[src/rtl/gabb_pkg.sv]
// Package for the glyph alpha blend blitter: shared constants and types.
// No dependencies.
package gabb_pkg;

  localparam int unsigned StorePixels = 65536;

  localparam logic [1:0] ModeBlend = 2'd0;
  localparam logic [1:0] ModeWrite = 2'd1;
  localparam logic [1:0] ModeRead  = 2'd2;

  localparam logic [10:0] WidthReset  = 11'd256;
  localparam logic [10:0] HeightReset = 11'd256;
  localparam logic [23:0] ColorReset  = 24'hFFFFFF;

  // A classified request from the front end to the back end.
  typedef struct packed {
    logic [1:0]  mode;
    logic        ok;
    logic [23:0] addr;
    logic [7:0]  cov;
    logic [31:0] pv;
  } req_t;

endpackage

[src/rtl/gabb_fifo.sv]
// Two-entry request queue between front and back end.
// Depends on gabb_pkg.
module gabb_fifo (
  input  logic           clk_i,
  input  logic           rst_ni,
  input  logic           wr_valid_i,
  output logic           wr_ready_o,
  input  gabb_pkg::req_t wr_data_i,
  output logic           rd_valid_o,
  input  logic           rd_ready_i,
  output gabb_pkg::req_t rd_data_o
);
  import gabb_pkg::*;

  req_t       mem_q [2];
  logic       wp_q, rp_q;
  logic [1:0] cnt_q;
  logic       push, pop;

  assign wr_ready_o = cnt_q != 2'd2;
  assign rd_valid_o = cnt_q != 2'd0;
  assign push = wr_valid_i && wr_ready_o;
  assign pop  = rd_valid_o && rd_ready_i;
  assign rd_data_o = mem_q[rp_q];

  always_ff @(posedge clk_i or negedge rst_ni) begin
    if (!rst_ni) begin
      wp_q  <= 1'b0;
      rp_q  <= 1'b0;
      cnt_q <= '0;
    end else begin
      if (push) wp_q <= !wp_q;
      if (pop) rp_q <= !rp_q;
      cnt_q <= 2'(cnt_q + 2'(push) - 2'(pop));
    end
  end

  always_ff @(posedge clk_i) begin
    if (push) mem_q[wp_q] <= wr_data_i;
  end

endmodule

[config.mk]
export PLATFORM = sky130hd
export DESIGN_NAME = gabb_fifo
export DESIGN_NICKNAME = d
export VERILOG_FILES = /design/src/rtl/gabb_pkg.sv /design/src/rtl/gabb_fifo.sv
export SDC_FILE = /design/constraint.sdc
export NUM_CORES = 1
export LEC_CHECK = 0
export ABC_AREA = 1
export BUFFER_PORTS_ARGS = -buffer_cell sky130_fd_sc_hd__buf_2
export CAP_MARGIN = 20
export CORE_MARGIN = 8
export CORE_UTILIZATION = 55
export CTS_CLUSTER_DIAMETER = 150
export CTS_CLUSTER_SIZE = 20
export DETAILED_ROUTE_END_ITERATION = 8
export PLACE_DENSITY = 0.92
export SLEW_MARGIN = 0
export SYNTH_ARGS = -nofsm -noshare
export SYNTH_HDL_FRONTEND = slang
export SYNTH_SLANG_ARGS = --single-unit
[constraint.sdc]
create_clock -name clk_i -period 9.94 [get_ports clk_i]
set_clock_uncertainty 0.2 [all_clocks]
set_input_delay 1.491 -clock clk_i [delete_from_list [all_inputs] [get_ports clk_i]]
set_output_delay 1.491 -clock clk_i [all_outputs]
set_load 0.005 [all_outputs]
-- Word level (Yosys, flattened, before mapping)
Memories as Yosys holds them, arrays and structs flattened.
Index checks and enable logic that the tools add are counted.
- memories: 1
- flip-flop bits (word level): 4
- memory bits (writable): 134
- word-level logic and storage cells: 14
- bits of input ports: 71
- output and inout port bits: 69
- memory list (memory ; depth ; width ; rd ports ; clocked after Yosys merged registers in ; write ports ; RTL line ; RTL):
    mem_q ; 2 ; 67 ; 1 ; 0 ; 1 ; gabb_fifo.sv:15 ; req_t mem_q [2];
- muxes and demuxes: 2
- add/subtract/negate cells: 2
- reductions and logical operators: 5
- eq/ne operators: 1
- operator list (cell ; count):
    $add A2 B1 Y2 ; 1
    $logic_and A1 B1 Y1 ; 2
    $logic_not A1 Y1 ; 2
    $mux W1 ; 2
    $ne A2 B2 Y1 const B ; 1
    $reduce_bool A2 Y1 ; 1
    $sub A2 B1 Y2 ; 1

-- Depth between registers and ports, before layout
- depth in word-level cells: 4
- depth in mapped cells: 12
- gate-level depth less buffers: 12

-- Worst setup path after synthesis
Ideal clock, no wire load.
- path type: input-to-reg
- from: in wr_valid_i
- to: mem mem_q[1][0] (netlist bit), enable pin
- arrival: 4.417 ns
- stages: 2
- slack: 4.829 ns
- required time: 9.246 ns
- buffers on the path: 0
- library setup time: 0.494 ns
- cell sequence: nand2_1 nor2_1
- cells in the longest elaborated chain, start to end: 3
- ends and longest elaborated chain (item ; RTL line ; RTL):
    from (decl) ; gabb_fifo.sv:6 ; input logic wr_valid_i,
    $logic_and A1 B1 Y1 ; gabb_fifo.sv:22 ; assign push = wr_valid_i && wr_ready_o;
    $mux W1 ; gabb_fifo.sv:39 ; if (push) mem_q[wp_q] <= wr_data_i;
    $mux W1 (not written as such) ; gabb_fifo.sv:39 ;
    to (decl) ; gabb_fifo.sv:15 ;
Every way passes these cells.

==> metrics <==
Non-Filler Instances 652; Slew HR a little over half; clock share of power about a third; Tcrit/Tclk final a little over two fifths; Max stage delay on crit path 0.81 ns; CP max FO 68; Gate power share about a quarter; # fillers 606; synth top area cells edfxtp_1 79%, nand2_1 15%, dfrtp_1 2.0%; sw frac 30.2%; # diodes 0; initial core utilization 55.9%; Crit path top cell by count nand2_1; Setup Buffers After CTS 0; Inst Count DP 621; # DRC 0; # IOs 140; Finished Cell Area 6530 um^2; peak supply drop 0.209 mV; CP endpoint kind primary output; layout cell share with drive strength beyond 1 between 30% and 40%; cell with the most instances after synthesis nand2_1; # port buffers 139; Most used DFF post-synth edfxtp_1; P&R area growth vs syn 27.6%; Placement Rows 35; reg2reg start cnt_q[1]$_DFF_PN0_; Worst Path Arrival 2.53 ns; post-synthesis cell count 382; ys async rst share ~2.9%; max-cap violation count 0; Total GRT Usage 16.9%; Final ANT Viol Nets 0; Power, Total 0.00203 W; drt via density 4.96; # hold bufs at CTS 0; area leader, netlist edfxtp_1; CP startpoint rp_q$_DFFE_PN0P_; CTS tree built; multi-input logic area 863 um^2; largest net degree at the start of global routing 69; min-delay src cnt_q[0]$_DFF_PN0_; core area 9150 um^2; sequential area share after synthesis around four fifths; initial antenna violation count 0; Synthesized Nets roughly 450; cell-internal power 0.00142 W; unrepaired setup endpoints after global routing no; Final Hold Fails 0; Routability Congestion 0.730; P_leak 2.86 nW; nets@finish 601; yosys warns 0; post-layout util 71.3%; clk_lat worst skew 0.48 ns; H-tree depth 4; setup TNS 0 ns; CTS Buf Count 17; sequential share of power 42.0%; Netlist Area Pre-Place 5110 um^2; Mean Syn Cell Area 13.4 um^2; total clock sinks 138; FF/Latch Area 4130 um^2; fin crit period 4.22 ns; placed inst area about 5900 um^2; WP data required 8.25 ns; status complete, no violations; startpoint types register; routed wire length between 10 and 15 mm; Via Count 3236; synthesized flop and latch total 138; crit-path cells buf_4 > inv_4 > nand2_1 > nand2_1 > buf_2; Synth cell types 14; grt ovf 0; CTS resizes 0; HP Class register to register; Pwr per Cell Area 312 nW/um^2; Fmax 0.237 GHz; Max Slew Vio Count 0; slew at the pin with the worst max-slew slack 0.693 ns; root buf cell clkbuf_8; final setup fails 0; share of the synthesized area in the top cell type 78.7%; die area 12600 um^2; Clock Path Buffers 2; vias in the first global route 3518; Post-DP HPWL between 7 and 8 mm; initial drt markers 180; Post-synth EDFFs roughly 130; die width approximately 110 um; first-pass GRT wire length 16.8 mm; NetSw 0.000614 W; First-pass DRT Iterations 4; top post-synthesis cells by count 210 x nand2_1, 134 x edfxtp_1, 7 x buf_2, 7 x inv_1, 5 x nor2_1; crit path max-delay cell type dfrtp_2; Die H 112 um; CTS clk-pin slew, worst paths 0.06 ns; routed len/inst between 15 and 20 um; Setup CP Type register to primary output
## kinds of logic after synthesis
| logic type | synth area share [%] |
|---|---|
| xor gates and xnor gates | 0.171 |
| DFF | 80.6 |
| AOI/OAI and AO/OA | 0.196 |
| and+or+nand+nor | 16.0 |
| adders and majority gates | 0.245 |
| buffers and inverters | 2.79 |
## worst paths after layout
path,endpoint,cells past startpoint,slack [ns]
setup reg to reg,mem_q[1][56]$_DFFE_PP_,4,7.38
min in group asynchronous,cnt_q[0]$_DFF_PN0_,1,0.60
hold / removal,cnt_q[0]$_DFF_PN0_,1,0.38
hold reg to reg,cnt_q[0]$_DFF_PN0_,1,0.38
setup / recovery,rd_data_o[8],5,5.72
max in group asynchronous,rp_q$_DFFE_PN0P_,1,8.80
## final cells by class
cell class	count	area share, %
Clock inverter	13	3.09
Tap cell	111	2.13
Sequential cell	138	63.2
Multi-Input combinational cell	221	13.2
Inverter	8	0.499
Clock buffer	18	6.40
Timing Repair Buffer	143	11.4
## power by group through the flow
| stage | sequential (W) | combinational [W] | clock (W) |
|---|---|---|---|
| floorplan | 0.000844 | 0.000325 | 0 |
| global placement | 0.000857 | 0.000512 | 0 |
| detailed placement | 0.000865 | 0.000543 | 0 |
| CTS | 0.000854 | 0.000547 | 0.000658 |
| global route | 0.000866 | 0.000602 | 0.000683 |
| finish | 0.000853 | 0.000530 | 0.000650 |
## stage by stage
stage | hold slack (ns) | setup WS, ns
2_1_floorplan | 0.285 | 4.83
3_3_place_gp | 0.332 | 6.18
3_5_place_dp | 0.370 | 6.22
4_1_cts | 0.382 | 5.70
5_1_grt | 0.391 | 5.54
6_report | 0.376 | 5.72
## worst max-delay path, delay by kind of cell (launching register included)
family,cells,cell delay [ns]
flip-flops,1,0.81
AND/OR/NAND/NOR,2,0.24
buffers and inverters,3,0.93
## per-layer routing
metal  global-route usage [%]  part of all wire, %  vias up
met5                        0                    0        -
met4                     4.77                 0.37        0
met3                     6.17                  6.3        4
met2                     30.8                   55      115
met1                     18.0                   39     1545
li1                         -                    -     1572
## cells in the final DEF, fill, tap and decap left out, drive strengths merged
cell type / count
nand2: 210
buf: 143
edfxtp: 134
clkbuf: 18
inv: 8
clkinv: 8
bufinv: 5
nor2: 5
dfrtp: 4
nand3: 2
o21ai: 1
a21oi: 1
xor2: 1
ha: 1
## registers in the layout (all words and copies together) (netlist names)
register	count
wp_q	1
rp_q	1
mem_q	134
cnt_q	2
No activity file was read; power rests on OpenSTA's default activity.
