===== config.mk =====
export PLATFORM = sky130hd
export DESIGN_NAME = gabb_front
export DESIGN_NICKNAME = d
export VERILOG_FILES = /design/src/rtl/gabb_pkg.sv /design/src/rtl/gabb_front.sv
export SDC_FILE = /design/constraint.sdc
export NUM_CORES = 1
export LEC_CHECK = 0
export ABC_AREA = 1
export BUFFER_PORTS_ARGS = -buffer_cell sky130_fd_sc_hd__buf_4
export CAP_MARGIN = 20
export CORE_ASPECT_RATIO = 1.25
export CORE_MARGIN = 3
export CORE_UTILIZATION = 56
export DETAILED_ROUTE_END_ITERATION = 10
export GPL_TIMING_DRIVEN = 0
export HOLD_SLACK_MARGIN = 0.15
export PLACE_DENSITY = 0.8
export SYNTH_ARGS = -nofsm -noshare
export SYNTH_HDL_FRONTEND = slang
export SYNTH_SLANG_ARGS = --single-unit

===== constraint.sdc =====
create_clock -name clk_i -period 6.4 [get_ports clk_i]
set_input_delay 1.28 -clock clk_i [delete_from_list [all_inputs] [get_ports clk_i]]
set_output_delay 1.28 -clock clk_i [all_outputs]
set_load 0.02 [all_outputs]

===== src/rtl/gabb_pkg.sv =====
// Package for the glyph alpha blend blitter: shared constants and types.
// No dependencies.
package gabb_pkg;

  localparam int unsigned StorePixels = 65536;

  localparam logic [1:0] ModeBlend = 2'd0;
  localparam logic [1:0] ModeWrite = 2'd1;
  localparam logic [1:0] ModeRead  = 2'd2;

  localparam logic [10:0] WidthReset  = 11'd256;
  localparam logic [10:0] HeightReset = 11'd256;
  localparam logic [23:0] ColorReset  = 24'hFFFFFF;

  // A classified request from the front end to the back end.
  typedef struct packed {
    logic [1:0]  mode;
    logic        ok;
    logic [23:0] addr;
    logic [7:0]  cov;
    logic [31:0] pv;
  } req_t;

endpackage


===== src/rtl/gabb_front.sv =====
// Front end: glyph counters, address forming and clipping.
// Depends on gabb_pkg.
module gabb_front #(
  parameter int unsigned STORE_PIXELS = gabb_pkg::StorePixels
) (
  input  logic              clk_i,
  input  logic              rst_ni,
  input  logic              in_valid_i,
  output logic              in_ready_o,
  input  logic [1:0]        mode_i,
  input  logic [11:0]       origin_x_i,
  input  logic [11:0]       origin_y_i,
  input  logic [7:0]        glyph_width_i,
  input  logic [7:0]        coverage_i,
  input  logic              last_of_glyph_i,
  input  logic [31:0]       pixel_value_i,
  input  logic [10:0]       surf_w_i,
  input  logic [10:0]       surf_h_i,
  output logic              req_valid_o,
  input  logic              req_ready_i,
  output gabb_pkg::req_t    req_o
);
  import gabb_pkg::*;

  logic [7:0]  col_q, row_q;
  logic [7:0]  col_inc;
  logic [12:0] ry;
  logic [12:0] rx;
  logic [23:0] prod_q, lim_q;
  logic [12:0] rx_q;
  logic [1:0]  mode_q;
  logic [7:0]  cov_q;
  logic [31:0] pv_q;
  logic        st_q;
  logic [24:0] addr;
  logic        ok;
  logic        take;

  // Stage 0 takes the item and multiplies; stage 1 adds, clips and passes on.
  assign in_ready_o = !st_q;
  assign take = in_valid_i && in_ready_o;
  assign ry = (mode_i == ModeBlend) ? 13'(origin_y_i) + 13'(row_q) : 13'(origin_y_i);
  assign rx = (mode_i == ModeBlend) ? 13'(origin_x_i) + 13'(col_q) : 13'(origin_x_i);
  assign col_inc = col_q + 8'd1;
  assign addr = 25'(prod_q) + 25'(rx_q);
  assign ok = (25'(addr) < 25'(lim_q)) && (25'(addr) < 25'(STORE_PIXELS)) &&
              (prod_q[23] == 1'b0) &&
              ((mode_q == ModeBlend) || (mode_q == ModeWrite) || (mode_q == ModeRead));

  always_ff @(posedge clk_i or negedge rst_ni) begin
    if (!rst_ni) begin
      col_q <= '0;
      row_q <= '0;
      st_q  <= 1'b0;
    end else begin
      if (take) begin
        st_q <= 1'b1;
        if (mode_i == ModeBlend) begin
          if (last_of_glyph_i) begin
            col_q <= '0;
            row_q <= '0;
          end else if (col_inc >= glyph_width_i) begin
            col_q <= '0;
            row_q <= row_q + 8'd1;
          end else begin
            col_q <= col_inc;
          end
        end
      end else if (st_q && req_ready_i) begin
        st_q <= 1'b0;
      end
    end
  end

  // Product saturates into bit 23 when it does not fit in 23 bits.
  always_ff @(posedge clk_i) begin
    if (take) begin
      prod_q <= (ry * 25'(surf_w_i)) > 25'h7FFFFF ? 24'h800000
                : 24'(ry * 25'(surf_w_i));
      lim_q  <= 24'(22'(surf_w_i) * 22'(surf_h_i));
      rx_q   <= rx;
      mode_q <= mode_i;
      cov_q  <= coverage_i;
      pv_q   <= pixel_value_i;
    end
  end

  assign req_valid_o  = st_q;
  assign req_o.mode = mode_q;
  assign req_o.ok   = ok;
  assign req_o.addr = addr[23:0];
  assign req_o.cov  = cov_q;
  assign req_o.pv   = pv_q;

endmodule


* Word level (Yosys, flattened, before mapping) *
Cells that the tools add are included.

operators by class
  add/sub/neg operators = 5
  $mul = 2
  magnitude comparators = 4
  eq/ne operators = 2
  muxes and demuxes = 8
  bitwise logic cells = 1
  reduce and logical (&&, ||, !) cells = 14

operators by type and width
  cell                  number
  $mux 8                4
  $add 12x8->13         2
  $add 24x13->25        1
  $lt 25x17->1 const B  1
  $lt 25x22->1          1
  $gt 24x23->1 const B  1
  $mul 13x11->24        1
  $mul 11x11->22        1
  $add 8x1->8 const B   2
  $mux 13               1
  $mux 12               1
  $ge 8x8->1            1
  $logic_and 1x1->1     5
  $logic_not 2->1       2
  $reduce_bool 2->1     2
  $reduce_and 3->1      1
  $eq 2x1->1 const B    1
  $eq 2x2->1 const B    1
  $logic_or 1x1->1      2
  $mux 1                2
  $reduce_and 2->1      1
  $logic_not 1->1       1
  $not 1->1             1

word-level totals
  bits in registers = 118
  output and inout port bits = 69
  logic and storage cells = 46

* Logic depth before layout (Yosys ltp) *
Gate-level depths: netlist (run 1).

  word-level depth = 5
  gate-level depth with buffers = 33

* Least setup slack after synthesis (run 1) *
No wires, ideal clock.

  path kind = input -> register
  from = input origin_y_i[0]
  to = register prod_q[5] (data pin)
  setup time = 256 ps
  arrival = 6,860 ps
  setup slack = -715 ps
  cell stages on the path = 29
  cells stage by stage = ha_1 > inv_1 > fa_1 > o21ai_1 > nand2_1 > nand2_1 > inv_1 > o21ai_1 > nand2_1 > xor2_1 > inv_2 > nor2_1 > fa_1 > inv_1 > fa_1 > fa_1 > fa_1 > fa_1 > inv_1 > ha_1 > nand2_1 > inv_1 > a21oi_1 > nand2_1 > nand2_1 > nand3_2 > xnor2_4 > buf_6 > nor2_1

between the ends
  word-level cells in the longest chain between the ends = 4

RTL lines
  item                  line                                text
  start, declared       gabb_front.sv:12                    input logic [11:0] origin_y_i,
  $add 12x8->13         gabb_front.sv:42                    assign ry = (mode_i == ModeBlend) ? 13'(origin_y_i) + 13'(row_q) : 13'(origin_y_i);
  $mux 13 (*)           gabb_front.sv:42
  $mul 13x11->24 (*)    gabb_front.sv:78, gabb_front.sv:79
  $gt 24x23->1          gabb_front.sv:78                    prod_q <= (ry * 25'(surf_w_i)) > 25'h7FFFFF ? 24'h800000
  end signal, assigned  gabb_front.sv:78
  end, declared         gabb_front.sv:29                    logic [23:0] prod_q, lim_q;

Every way passes the cells marked *; elsewhere a longest branch is shown, timed or not.
A chain may end at the register's enable or synchronous reset.

* Worst setup path after layout (run 1) *
  from = input origin_y_i[0]
  to = register prod_q[23] (data pin)

Same word-level chain as after synthesis.

==> metrics.csv, run 1 <==
stage,metric,value,unit
outcome,status,finished with violations,
outcome,violations,negative setup slack,
drt,wirelength,42.3,mm
synth,async_reset_ff_share,14.4,%
global_routing,grt_busiest_layer,met2,
placement,dp.cells,2452,
setup_path,cp-start-kind,input port,
global_routing,grt_pass1_vias,14300,
synth,syn_nets,2400,
power_and_ir_drop,swShare,51.1,%
global_routing,track_usage,28.1,%
synth,yosys-top-cells-area,"fa_1 23%, edfxtp_1 19%, ha_1 14%, inv_1 10%, nand2_1 10%",
power_and_ir_drop,leakagePower,10.1,nW
global_routing,gr-total-overflow,0,
timing,slew_violations,0,
clock_network,clk_pin_slew,0.07,ns
timing,relSlewSlack,43.1,%
setup_path,cp_common_cell,fa_1,
final_layout,post-route-util,68.7,%
synth,synth_edf_count,101,
clock_network,clk_latency,0.43,ns
global_routing,use_met3,3.88,%
hold_path,hp-class,reg2reg,
run,drv_cap,0,
drt,routedWlPerCell,16.8,um
final_layout,fill_cells,2143,
synth,synth_top_area_share,22.9,%
timing,postLayoutSetupSlackWorst,-0.490,ns
synth,synthCells,1936,
synth,ys_seq_elements,118,
floorplan,die_h,194,um
drt,first_pass_iters,5,
synth,avgSynthCellArea,8.18,um2
floorplan,row_count,68,
clock_network,cts_root_buf,clkbuf_16,
timing,fin_worst_skew,0.0127,ns
global_routing,grt_pass1_wl,68.6,mm
drt,routed_via_density,5.45,
timing,achievable-frequency,0.145,GHz
timing,finalCriticalPeriod,6.89,ns
setup_path,crit_fanout,8,
synth,yosysUniqueCellTypes,46,
timing,tightest_slew,0.853,ns
clock_network,h-tree-depth,4,
floorplan,core,0.0277,mm2
global_routing,use_met2,49.2,%
global_routing,antenna_found_initial,0,
drt,drt_iter0_markers,776,
setup_path,crit_type,in2reg,
placement,post-dp-hpwl,34.1,mm
power_and_ir_drop,p_sw,4.76,mW
final_layout,fin_nets,2620,
synth,synth_top_cell_by_area,fa_1,
clock_network,cts_tree,yes,
clock_network,clock-sinks,118,
floorplan,boundaryPins,170,
floorplan,dieWidth,156,um
placement,io_buffers,165,
setup_path,crit_arrival,7.07,ns
timing,grt_setup_unrepaired,true,
final_layout,seq_area,0.00346,mm2
synth,synthFlopType,edfxtp_1,
timing,tns,-11.11,ns
drt,num_vias,13700,
final_layout,multi_input_area,0.0111,mm2
setup_path,cp_slowest_cell,fa_1,
synth,synth_warnings,0,
setup_path,crit_required,6.58,ns
final_layout,diodes,0,
final_layout,instances_no_fill,2519,
floorplan,dieArea,0.0303,mm2
power_and_ir_drop,pwr_density_cell,488,mW/mm2
drt,drc,0,
synth,synth_area,0.0158,mm2
power_and_ir_drop,power_frac_seq,14.1,%
clock_network,cts_buffers,17,
global_routing,grtUsageMet1,34.1,%
final_layout,drive_gt1_share,17.7,%
timing,setup_viol_count_final,24,
timing,finalCritPeriodShare,108,%
synth,yosysSeqAreaShare,21.8,%
clock_network,clock_path_buffers,2,
placement,placedInstanceArea,0.0177,mm2
global_routing,grt_max_degree,52,
final_layout,final_cell_area,0.0191,mm2
power_and_ir_drop,ir_drop,0.482,mV
floorplan,start_util,57.1,%
timing,finalHoldViolations,0,
drt,postRouteAntennaNets,0,
setup_path,crit_path_end_kind,register,
power_and_ir_drop,intPower,4.55,mW
placement,place.gp.congestion,0.951,
power_and_ir_drop,p_clk_share,9.8,%
setup_path,max_stage_delay,0.54,ns
setup_path,reg2reg_slack,-0.09,ns
final_layout,syn2layout_area_growth,20.4,%
power_and_ir_drop,p_comb_share,76.1,%
## registers in the layout (all words and copies together), names as in the netlist
signal,cells
pv_q,32
prod_q,24
lim_q,22
rx_q,13
col_q,8
cov_q,8
row_q,8
mode_q,2
req_valid_o,1
## per-stage QoR
stage	total power, mW	setup slack (ns)	hold slack, ns
2_1_floorplan	5.83	-0.309	0.493
3_3_place_gp	7.43	-1.23	0.526
3_5_place_dp	7.55	-1.39	0.538
4_1_cts	8.75	-0.466	0.554
5_1_grt	10.1	-0.667	0.595
6_report	9.31	-0.490	0.547
## area by class of cell
class | instances | area share, %
repair buffers | 201 | 8.39
flip-flops and latches | 118 | 18.1
clock inverters | 15 | 0.709
plain buffers | 38 | 0.958
multi-input cells | 1340 | 58.5
inverters | 440 | 8.78
well taps | 350 | 2.30
clock buffers | 17 | 2.23
## cell families (layout without fill, tap and decap cells)
family / count (synthesis) / count (layout) / share of synthesized area [%]
buf+inv: 479 / 711 / 11.5
fa+ha+maj: 363 / 363 / 37.3
simple gates: 730 / 731 / 19.1
flops: 118 / 118 / 21.8
compound gates: 170 / 170 / 5.93
mux: 1 / 1 / 0.0632
xor+xnor: 75 / 75 / 4.27
## power by group through the flow
| stage | Combinational, mW | Clock [mW] | Sequential (mW) |
|---|---|---|---|
| final | 7.09 | 0.908 | 1.31 |
| after global routing | 7.87 | 0.950 | 1.33 |
| after CTS | 6.53 | 0.913 | 1.31 |
| after detailed placement | 6.23 | 0 | 1.32 |
| after global placement | 6.11 | 0 | 1.33 |
| after floorplan | 4.52 | 0 | 1.31 |
## Yosys cell counts, drive strengths merged, types with 8 or more instances
cell type	n
a21oi	75
a31oi	9
nor3	15
clkbuf	31
buf	8
nand3	77
edfxtp	101
inv	435
xor2	48
nor2	162
dfrtp	17
o21ai	63
nand4	21
ha	182
or2	11
xnor2	27
fa	181
nand2	432
## path summary, 6_finish.rpt
kind	start	to	depth (start not counted)
max in group asynchronous	rst_ni	col_q[2]	1
worst max-delay path	origin_y_i[0]	prod_q[23]	32
worst min register to register	row_q[7]	row_q[7]	2
worst max register to register	row_q[0]	prod_q[23]	31
min in group asynchronous	rst_ni	req_valid_o	1
worst min-delay path	row_q[7]	row_q[7]	2
## worst max-delay path: cells and delay by family
family / cells / cell delay (ns)
AOI/OAI and AO/OA: 4 / 0.61
xor gates and xnor gates: 2 / 0.34
adders and majority gates: 8 / 3.23
buffers and inverters: 11 / 0.98
and+or+nand+nor: 7 / 0.60
## layer usage
metal,routed length (um),vias up,share of wire [%]
met2,21800,575,52
li1,-,6452,-
met3,2690,133,6.4
met5,0,-,0
met1,15800,6562,37
met4,1970,0,4.7
## cells in the final DEF (no fill, tap or decap), types with 5 or more instances in the layout
master     count
inv_1        417
nand2_1      412
buf_4        192
fa_1         178
ha_1         170
nor2_1       130
edfxtp_1     101
nand3_1       70
a21oi_1       64
xor2_1        46
o21ai_0       42
clkbuf_1      24
xnor2_1       24
nand4_1       21
nor2_2        21
clkbuf_16     17
dfrtp_1       17
inv_2         15
nor3_1        13
nand2_2       12
nor2_4        11
or2_2         10
ha_4          10
o21ai_2        9
a31oi_1        9
a21oi_2        8
nand2_4        8
inv_6          8
o21ai_1        7
clkbuf_2       6
nand3b_1       6
o21bai_1       6
o21ai_4        5
clkinv_1       5
buf_6          5
## timing repair
action | in CTS | in global routing
setup endpoints to repair | 26 | 30
resized for setup | 58 | 84
cloned | 2 | 1
buffers inserted | 20 | 13
hold buffers | 0 | 0
pin swaps | 24 | 55
(Power assumes the default switching activity.)
==> inputs of run 2 (changes only) <==
==> constraint.sdc (replaced) <==
create_clock -name clk_i -period 6.4 [get_ports clk_i]
set_input_delay 0.64 -clock clk_i [delete_from_list [all_inputs] [get_ports clk_i]]
set_output_delay 0.64 -clock clk_i [all_outputs]
set_load 0.02 [all_outputs]
==> run 2 against run 1 <==
The run still ends with negative setup slack left. Wire length increased by 0.50%. Final cell count increased by 0.12%. Clock skew about the same. Register-to-register slack improved by 0.03 ns. Sequential power about the same. Combinational power increased by 1%. Non-clock buffer count increased by 3. Clock power increased by 4.2%.
==> metrics.csv, run 2 (synthesis results as in run 1) <==
stage,metric,value,unit,change
outcome,status,finished with violations,,unchanged
outcome,violations,negative setup slack,,unchanged
placement,io_buffers,165,,unchanged
final_layout,final_cell_mix,"411 x inv_1, 410 x nand2_1, 192 x buf_4, 179 x fa_1, 166 x ha_1",,"was 417 x inv_1, 412 x nand2_1, 192 x buf_4, 178 x fa_1, 170 x ha_1"
timing,finalCritPeriodShare,101,%,was 108%
final_layout,layout_commonest_cell,inv_1,,unchanged
drt,routed_via_density,5.46,,was 5.45
floorplan,start_util,57.1,%,unchanged
setup_path,crit_required,6.56,ns,was 6.58 ns
final_layout,fill_cells,2159,,"was 2,143"
final_layout,largest_reg_flops,32,,unchanged
timing,finalCriticalPeriod,6.46,ns,was 6.89 ns
global_routing,track_usage,27.7,%,was 28.1%
timing,fin_hold_ws,0.391,ns,was 0.547 ns
timing,grt_setup_unrepaired,true,,unchanged
global_routing,gr-total-overflow,0,,unchanged
setup_path,crit_path_end_kind,register,,unchanged
setup_path,cp-start-kind,register,,was input port
placement,dp.cells,2452,,unchanged
final_layout,largestRegisters,"pv_q (32), prod_q (24), lim_q (22)",,unchanged
drt,wirelength,42.5,mm,was 42.3 mm
drt,num_vias,13800,,"was 13,700"
clock_network,cts_buffers,17,,unchanged
hold_path,hp-class,in2reg,,was reg2reg
floorplan,boundaryPins,170,,unchanged
global_routing,grt_pass1_vias,14300,,about the same
run,drv_cap,0,,unchanged
final_layout,final_cell_area,0.0191,mm2,about the same
power_and_ir_drop,power,9.42,mW,was 9.31 mW
setup_path,cp-startpoint,row_q[0],,was origin_y_i[0]
power_and_ir_drop,ir_drop,0.470,mV,was 0.482 mV
final_layout,fin_nets,2623,,"was 2,620"
clock_network,h-tree-depth,4,,unchanged
timing,finalHoldViolations,0,,unchanged
global_routing,grt_pass1_wl,67.6,mm,was 68.6 mm
clock_network,clock_path_buffers,2,,unchanged
timing,achievable-frequency,0.155,GHz,was 0.145 GHz
setup_path,cp_slowest_cell,fa_1,,unchanged
timing,fin_worst_skew,0.0127,ns,about the same
drt,routedWlPerCell,16.8,um,about the same
clock_network,clk_pin_slew,0.07,ns,about the same
timing,slew_violations,0,,unchanged
drt,drc,0,,unchanged
floorplan,dieArea,0.0303,mm2,unchanged
setup_path,timing.rr.start,row_q[0],,unchanged
setup_path,max_stage_delay,0.54,ns,about the same
timing,postLayoutSetupSlackWorst,-0.0571,ns,was -0.490 ns
power_and_ir_drop,leakagePower,10.0,nW,was 10.1 nW
placement,placedInstanceArea,0.0176,mm2,was 0.0177 mm2
setup_path,cp_common_cell,fa_1,,unchanged
drt,postRouteAntennaNets,0,,unchanged
setup_path,crit_type,reg2reg,,was in2reg
timing,setup_viol_count_final,20,,was 24
setup_path,crit_arrival,6.62,ns,was 7.07 ns
power_and_ir_drop,pwr_density_cell,493,mW/mm2,was 488 mW/mm2
placement,post-dp-hpwl,33.8,mm,was 34.1 mm
clock_network,clock-sinks,118,,unchanged
floorplan,dieWidth,156,um,unchanged
clock_network,clk_latency,0.42,ns,was 0.43 ns
setup_path,crit_fanout,7,,was 8
floorplan,die_h,194,um,unchanged
floorplan,row_count,68,,unchanged
clock_network,cts_root_buf,clkbuf_16,,unchanged
final_layout,drive_gt1_share,17.5,%,was 17.7%
global_routing,grt_max_degree,60,,was 52
global_routing,antenna_found_initial,0,,unchanged
floorplan,core,0.0277,mm2,unchanged
placement,place_ws,-1.09,ns,was -1.39 ns
final_layout,syn2layout_area_growth,20.7,%,was 20.4%
drt,drt_iter0_markers,904,,was 776
drt,first_pass_iters,5,,unchanged
final_layout,diodes,0,,unchanged
hold_path,min_from,pixel_value_i[25],,was row_q[7]
timing,relSlewSlack,41.0,%,was 43.1%
final_layout,instances_no_fill,2522,,"was 2,519"
clock_network,cts_tree,yes,,unchanged
placement,place.gp.congestion,0.975,,was 0.951
timing,tightest_slew,0.885,ns,was 0.853 ns
final_layout,regMostFlops,pv_q,,unchanged
-- run 2: cell count changes in the layout (fill, tap and decap cells not counted), sizes merged --
cell and change:
bufinv +1, dlygate4sd3 +1, clkinv -1, inv +1, clkinvlp -1, clkbuf +2
-- run 2: worst paths after layout --
path	end	slack, ns	depth (start not counted)
max in group asynchronous	row_q[4]	5.56	2
min in group asynchronous	col_q[3]	0.63	2
min reg2reg	row_q[7]	0.56	2
min	pv_q[25]	0.39	1
max reg2reg	prod_q[20]	-0.06	31
max	prod_q[20]	-0.06	31
-- run 2: stage by stage --
| stage | setup TNS [ns] | util (%) |
|---|---|---|
| final | -0.419 | 68.9 |
| after global routing | -5.43 | 68.9 |
| after CTS | -0.0375 | 67.1 |
| after detailed placement | -24.94 | 63.3 |
| after global placement | -22.94 | 63.2 |
| after floorplan | 0 | - |
-- run 2: report_power, final --
part / internal, mW / total [mW] / switching [mW]
Sequential: 1.21 / 1.32 / 0.104
Combinational: 2.88 / 7.16 / 4.28
Clock: 0.551 / 0.946 / 0.395
Total: 4.64 / 9.42 / 4.78
-- run 2: routing by layer --
layer	share of wire [%]	vias up	global-route usage [%]
li1	-	6440	-
met1	37	6629	33.1
met2	52	558	49.3
met3	6.4	152	3.73
met4	4.7	0	12.6
met5	0	-	0
-- run 2: layout make-up --
class	count	area (um2)	share of cell area [%]
timing repair buffer	203	1630	8.52
clock inverter	15	158	0.825
sequential	118	3460	18.1
inverter	440	1660	8.71
multi-input combinational	1340	11100	58.4
buffer	39	180	0.943
clock buffer	17	425	2.23
tap	350	438	2.29
-- run 2: repair_timing --
item / in CTS / in global routing
resized for setup: 63 / 101
setup buffers: 25 / 10
setup endpoints to repair: 24 / 24
gates cloned: 2 / 1
pin swaps: 38 / 60
hold endpoints to repair: 17 / 0
hold buffers: 1 / 0
-- run 2: critical path, delay by kind of cell, from the launching register on --
kind | cells | cell delay (ns)
buffers and inverters | 9 | 0.85
AO/OA/AOI/OAI | 4 | 0.63
flip-flops | 1 | 0.39
XOR/XNOR | 2 | 0.39
AND/OR/NAND/NOR | 8 | 0.67
adder cells (fa/ha/maj) | 8 | 3.24
